**config.mk**
```make
export PLATFORM = sky130hd
export DESIGN_NAME = gtws_mul
export DESIGN_NICKNAME = d
export VERILOG_FILES = /design/src/design/gtws_pkg.sv /design/src/design/gtws_mul.sv
export SDC_FILE = /design/constraint.sdc
export NUM_CORES = 2
export LEC_CHECK = 0
export ABC_AREA = 1
export BUFFER_PORTS_ARGS = -buffer_cell sky130_fd_sc_hd__buf_4
export CAP_MARGIN = 20
export CORE_ASPECT_RATIO = 0.6
export CORE_MARGIN = 5
export CORE_UTILIZATION = 45
export CTS_BUF_LIST = sky130_fd_sc_hd__clkbuf_8 sky130_fd_sc_hd__clkbuf_16
export DETAILED_ROUTE_END_ITERATION = 10
export GPL_ROUTABILITY_DRIVEN = 0
export REMOVE_ABC_BUFFERS = 1
export SYNTH_ARGS = -nofsm -noshare
export SYNTH_HDL_FRONTEND = slang
export SYNTH_SLANG_ARGS = --single-unit
```
**constraint.sdc**
```tcl
create_clock -name clk -period 10.4 [get_ports clk]
set_input_delay 2.08 -clock clk [delete_from_list [all_inputs] [get_ports clk]]
set_output_delay 2.08 -clock clk [all_outputs]
set_load 0.02 [all_outputs]
```
**src/design/gtws_pkg.sv**
```systemverilog
`timescale 1ns / 1ps
`default_nettype none

package gtws_pkg;

  // Sizing of the stores
  localparam int MAX_SPS      = 2048;
  localparam int MAX_SYMBOLS  = 128;
  localparam int SINE_ENTRIES = 1024;
  localparam int MAX_RAMP     = 256;
  localparam int PULSE_DEPTH  = 3 * MAX_SPS;

  localparam int SYM_AW   = $clog2(MAX_SYMBOLS);
  localparam int PULSE_AW = $clog2(PULSE_DEPTH);
  localparam int SINE_AW  = $clog2(SINE_ENTRIES);
  localparam int RAMP_AW  = $clog2(MAX_RAMP);

  // Field widths
  localparam int ACT_W    = 2;
  localparam int TSEL_W   = 2;
  localparam int IDX_W    = 13;
  localparam int VAL_W    = 16;
  localparam int SMP_W    = 16;
  localparam int TONE_W   = 3;
  localparam int CFG_IDX_W = 3;
  localparam int CFG_DAT_W = 32;
  localparam int SPS_W    = 12;
  localparam int NSYM_W   = 8;
  localparam int RLEN_W   = 9;
  localparam int PHASE_W  = 32;

  // Position and waveform counters
  localparam int P_W   = SYM_AW;
  localparam int Q_W   = $clog2(MAX_SPS);
  localparam int K_W   = P_W + Q_W;
  localparam int NW_W  = K_W + 1;
  localparam int ACC_W = TONE_W + VAL_W + 2;

  // Shared multiplier
  localparam int MUL_A_W = PHASE_W + 1;
  localparam int MUL_B_W = ACC_W + 1;
  localparam int MUL_P_W = MUL_A_W + MUL_B_W;
  localparam int FRAC_W  = 16;

  // Register indexes
  localparam logic [CFG_IDX_W-1:0] REG_SPS     = 3'd0;
  localparam logic [CFG_IDX_W-1:0] REG_NSYM    = 3'd1;
  localparam logic [CFG_IDX_W-1:0] REG_RAMP    = 3'd2;
  localparam logic [CFG_IDX_W-1:0] REG_CARRIER = 3'd3;
  localparam logic [CFG_IDX_W-1:0] REG_DEV     = 3'd4;

  // Table selects
  localparam logic [TSEL_W-1:0] TBL_PULSE = 2'd0;
  localparam logic [TSEL_W-1:0] TBL_RAMP  = 2'd1;
  localparam logic [TSEL_W-1:0] TBL_SINE  = 2'd2;

  typedef enum logic [ACT_W-1:0] {
    ACT_TABLE,
    ACT_SYMBOL,
    ACT_START,
    ACT_TICK
  } gtws_action_t;

  typedef enum logic [3:0] {
    ST_IDLE,
    ST_POS,
    ST_K,
    ST_NW,
    ST_W1,
    ST_W2,
    ST_W3,
    ST_DEV,
    ST_RS,
    ST_RE,
    ST_OUT
  } gtws_state_t;

  typedef enum logic [3:0] {
    MUL_NONE,
    MUL_K,
    MUL_NW,
    MUL_NEXT,
    MUL_CUR,
    MUL_PREV,
    MUL_RS,
    MUL_DEV,
    MUL_RE
  } gtws_mul_op_t;

  typedef struct packed {
    logic [P_W-1:0]          p_cl;
    logic [NSYM_W-1:0]       n_sym;
    logic [SPS_W-1:0]        n_sps;
    logic [TONE_W-1:0]       sym_a;
    logic [TONE_W-1:0]       sym_b;
    logic [VAL_W-1:0]        pulse;
    logic [PHASE_W-1:0]      dev;
    logic [ACC_W-1:0]        acc;
    logic [SMP_W-1:0]        sine;
    logic [SMP_W-1:0]        s1;
    logic [VAL_W-1:0]        ramp;
  } gtws_mul_src_t;

  typedef struct packed {
    logic                    en;
    logic [ACT_W-1:0]        action;
    logic [TSEL_W-1:0]       table_select;
    logic [IDX_W-1:0]        index;
    logic [VAL_W-1:0]        value;
  } gtws_wr_t;

  typedef struct packed {
    logic                    sym_a_en;
    logic [SYM_AW-1:0]       sym_a_addr;
    logic                    sym_b_en;
    logic [SYM_AW-1:0]       sym_b_addr;
    logic                    pulse_en;
    logic [PULSE_AW-1:0]     pulse_addr;
    logic                    sine_en;
    logic [SINE_AW-1:0]      sine_addr;
    logic                    ramp_en;
    logic [RAMP_AW-1:0]      ramp_addr;
  } gtws_rd_t;

endpackage

`default_nettype wire

```
**src/design/gtws_mul.sv**
```systemverilog
`timescale 1ns / 1ps
`default_nettype none

module gtws_mul import gtws_pkg::*; (
  input  logic                      clk,
  input  gtws_mul_op_t              op,
  input  gtws_mul_src_t             src,
  output logic signed [MUL_P_W-1:0] prod
);

  logic signed [MUL_A_W-1:0] a;
  logic signed [MUL_B_W-1:0] b;

  // operand select; unsigned values zero-extend, samples sign-extend
  always_comb begin
    unique case (op)
      MUL_K: begin
        a = MUL_A_W'(src.p_cl);
        b = MUL_B_W'(src.n_sps);
      end
      MUL_NW: begin
        a = MUL_A_W'(src.n_sym);
        b = MUL_B_W'(src.n_sps);
      end
      MUL_NEXT, MUL_PREV: begin
        a = MUL_A_W'(src.sym_a);
        b = MUL_B_W'(src.pulse);
      end
      MUL_CUR: begin
        a = MUL_A_W'(src.sym_b);
        b = MUL_B_W'(src.pulse);
      end
      MUL_RS: begin
        a = {{(MUL_A_W-SMP_W){src.sine[SMP_W-1]}}, src.sine};
        b = MUL_B_W'(src.ramp);
      end
      MUL_DEV: begin
        a = MUL_A_W'(src.dev);
        b = MUL_B_W'(src.acc);
      end
      MUL_RE: begin
        a = {{(MUL_A_W-SMP_W){src.s1[SMP_W-1]}}, src.s1};
        b = MUL_B_W'(src.ramp);
      end
      default: begin
        a = '0;
        b = '0;
      end
    endcase
  end

  // product holds while idle
  always_ff @(posedge clk) begin
    if (op != MUL_NONE) begin
      prod <= a * b;
    end
  end

endmodule

`default_nettype wire

```
==> key figures <==
Run status
  – Outcome: completed

Floorplan
  – Site Rows: 71
  – Die Height: 206 um
  – I/O pin total: 210
  – Die area: 69100 um^2
  – Core area: 62900 um^2
  – Initial core utilization: 45.6%
  – Die Wd: 336 um

Detailed routing
  – TritonRoute pass-1 iters: 8
  – DRT Wirelength: 91.4 mm
  – Vias per Instance: 4.97
  – Final antenna-violating net count: 0
  – Avg WL per Cell: 19.4 um
  – Drt drc: 0
  – Initial DRC count: 2055
  – Vias: 23382

CTS
  – CTS H-Tree Depth: 2
  – Post-CTS Resized: 0
  – Clock Sinks: 55
  – Longest Clk Path Bufs: 2
  – Clock transition at the registers of the reported paths: 0.08 ns
  – Cts bufs inserted: 5
  – CTS Hold Buffers Added: 0
  – Root buffer cell: clkbuf_16
  – Post-CTS setup buffers: 0
  – CTS tree: done

Logic synthesis
  – Synth Instances: 3671
  – Synth Area per Inst: 7.82 um^2
  – Yosys warns: 0
  – Post-synthesis cell type count: 38
  – Number of synthesized register bits: 55
  – Cell area after synthesis: 28700 um^2
  – Seq/Total Area, Yosys: 5.76%

Global routing
  – Global-route wire length before repair: 144 mm
  – Pin count of the biggest net entering global routing: 56
  – Antenna violations before repair: 0
  – Met1 GRT Util: 41.1%
  – M3 GR Usage: 11.3%
  – Busiest layer in global routing: met1
  – M2 GR Usage: 38.0%
  – Total congestion overflow: 0
  – Vias in the first global route: 24716
  – GR Util All Layers: 27.4%

Timing
  – Hold WS: 2.60 ns
  – Worst rel slew slack: 46.5%
  – Fin. max-slew vios: 0
  – Endpoints failing setup: 0
  – Final hold violations: 0
  – Max Freq: 102 MHz
  – TNS Setup: 0 ns
  – Period minus WS final: 9.82 ns
  – Worst Max-Slew Pin Slew: 0.803 ns
  – Final worst-path cycle share: 94.4%
  – RSZ-0062 raised after global routing: no

Worst setup path
  – Most frequent CP cell: fa_1
  – CP startpoint kind: input pin
  – CP Capture Type: flip-flop
  – Worst path arrival time: 9.87 ns
  – CP max-delay cell: fa_1
  – Crit Path Category: in2reg
  – Worst path required time: 10.46 ns
  – Worst Path Max Fanout: 22
  – Origin of the worst setup path: op[3]
  – CP max stage delay: 0.57 ns

Power
  – PD cells: 72.4 nW/um^2
  – Worst ir drop on vdd: 0.0000655 V
  – Pleak: 0.0176 uW

Cells and area
  – Largest Register: prod
  – Proportion of layout cells with a drive suffix above 1: 9.36%
  – Area grow syn2layout: 10.1%
  – Regs by FF count: prod x55
  – Max reg flops: 55
  – Fin cells: 4707
  – Fillers: 6211
  – Final nets: 4848
  – Commonest non-fill, non-tap cells in the layout: inv_1 (1038), nand2_1 (975), fa_1 (687), nor2_1 (365), buf_4 (274)
  – Commonest non-fill, non-tap cell in the layout: inv_1

Worst hold path
  – Hold path start: src[70]
  – HP Class: in2reg

Place
  – Number of port buffers: 209
  – Placed insts: 4697
  – Final HPWL DP: 79.1 mm

Run
  – Max Cap Viol: 0
[synthesized netlist by cell type (all sizes together)]
library cell / count / area [um^2]
edfxtp: 55 / 1650
clkbuf: 5 / 18.8
a22o: 8 / 70.1
clkinv: 1 / 3.75
and2: 2 / 12.5
inv: 1068 / 4010
o21ai: 15 / 78.8
a21o: 1 / 7.51
nand4: 22 / 138
buf: 100 / 596
nor2: 375 / 1450
conb: 2 / 7.51
ha: 141 / 1760
fa: 687 / 13800
nand3: 73 / 375
a221oi: 4 / 82.6
o21bai: 7 / 52.6
and3: 1 / 6.26
nand2: 980 / 3690
nor3: 12 / 60.1
a22oi: 4 / 30.0
xnor2: 7 / 61.3
nand3b: 2 / 15.0
xor2: 27 / 236
a21boi: 3 / 22.5
a21oi: 69 / 507
[final timing paths]
| check | endpoint | slack, ns | cells past startpoint |
|---|---|---|---|
| worst min-delay path | prod[1] | 2.60 | 7 |
| worst max-delay path | prod[39] | 0.58 | 32 |
[per-stage QoR]
step | area, um^2 | total power [uW] | worst slack, ns | util [%]
4_1_cts | 31600 | 2280 | 0.809 | 50.2
5_1_grt | 31600 | 2490 | 0.109 | 50.2
3_5_place_dp | 31400 | 2070 | 0.489 | 49.9
6_report | 31600 | 2290 | 0.583 | 50.2
3_3_place_gp | 31400 | 2060 | 0.513 | 49.9
2_1_floorplan | 28100 | 1390 | 0.352 | -
[final cells by class]
| cell class | count | area, um^2 | area share, % |
|---|---|---|---|
| clock buffers | 5 | 125 | 0.396 |
| well taps | 839 | 1050 | 3.32 |
| inverters | 1069 | 4010 | 12.7 |
| diodes | 2 | 5.00 | 0.0158 |
| repair buffers | 283 | 2240 | 7.08 |
| clock inverters | 3 | 46.3 | 0.147 |
| flip-flops and latches | 55 | 1650 | 5.23 |
| multi-input cells | 2451 | 22500 | 71.1 |
[worst max-delay path, delay by kind of cell]
family | cells | cell delay [ns]
AO/OA/AOI/OAI | 4 | 1.04
adder cells (fa/ha/maj) | 8 | 4.07
buffers and inverters | 9 | 1.25
AND/OR/NAND/NOR | 11 | 1.39
[report_power, final]
part           switching, uW  total (uW)  internal, uW
logic                   1070        1680           609
registers               35.4         397           361
clock network           92.6         208           115
[cells by family (layout without fill, tap and decap cells)]
| group | Yosys count | count (layout) | share of synthesized area [%] |
|---|---|---|---|
| adder cells (fa/ha/maj) | 828 | 828 | 54.1 |
| XOR/XNOR | 34 | 34 | 1.04 |
| AND/OR/NAND/NOR | 1467 | 1467 | 20.0 |
| flip-flops | 55 | 55 | 5.76 |
| other | 2 | 13 | 0.0262 |
| buffers and inverters | 1174 | 1360 | 16.1 |
| AO/OA/AOI/OAI | 111 | 111 | 2.97 |
[routing by layer]
layer	part of all wire (%)	wire, um	vias to the layer above
met1	47	42900	11491
li1	-	-	10711
met4	1.4	1320	0
met5	0	0	-
met2	38	34800	1084
met3	14	12400	96
No activity file was read; power rests on OpenSTA's default activity.
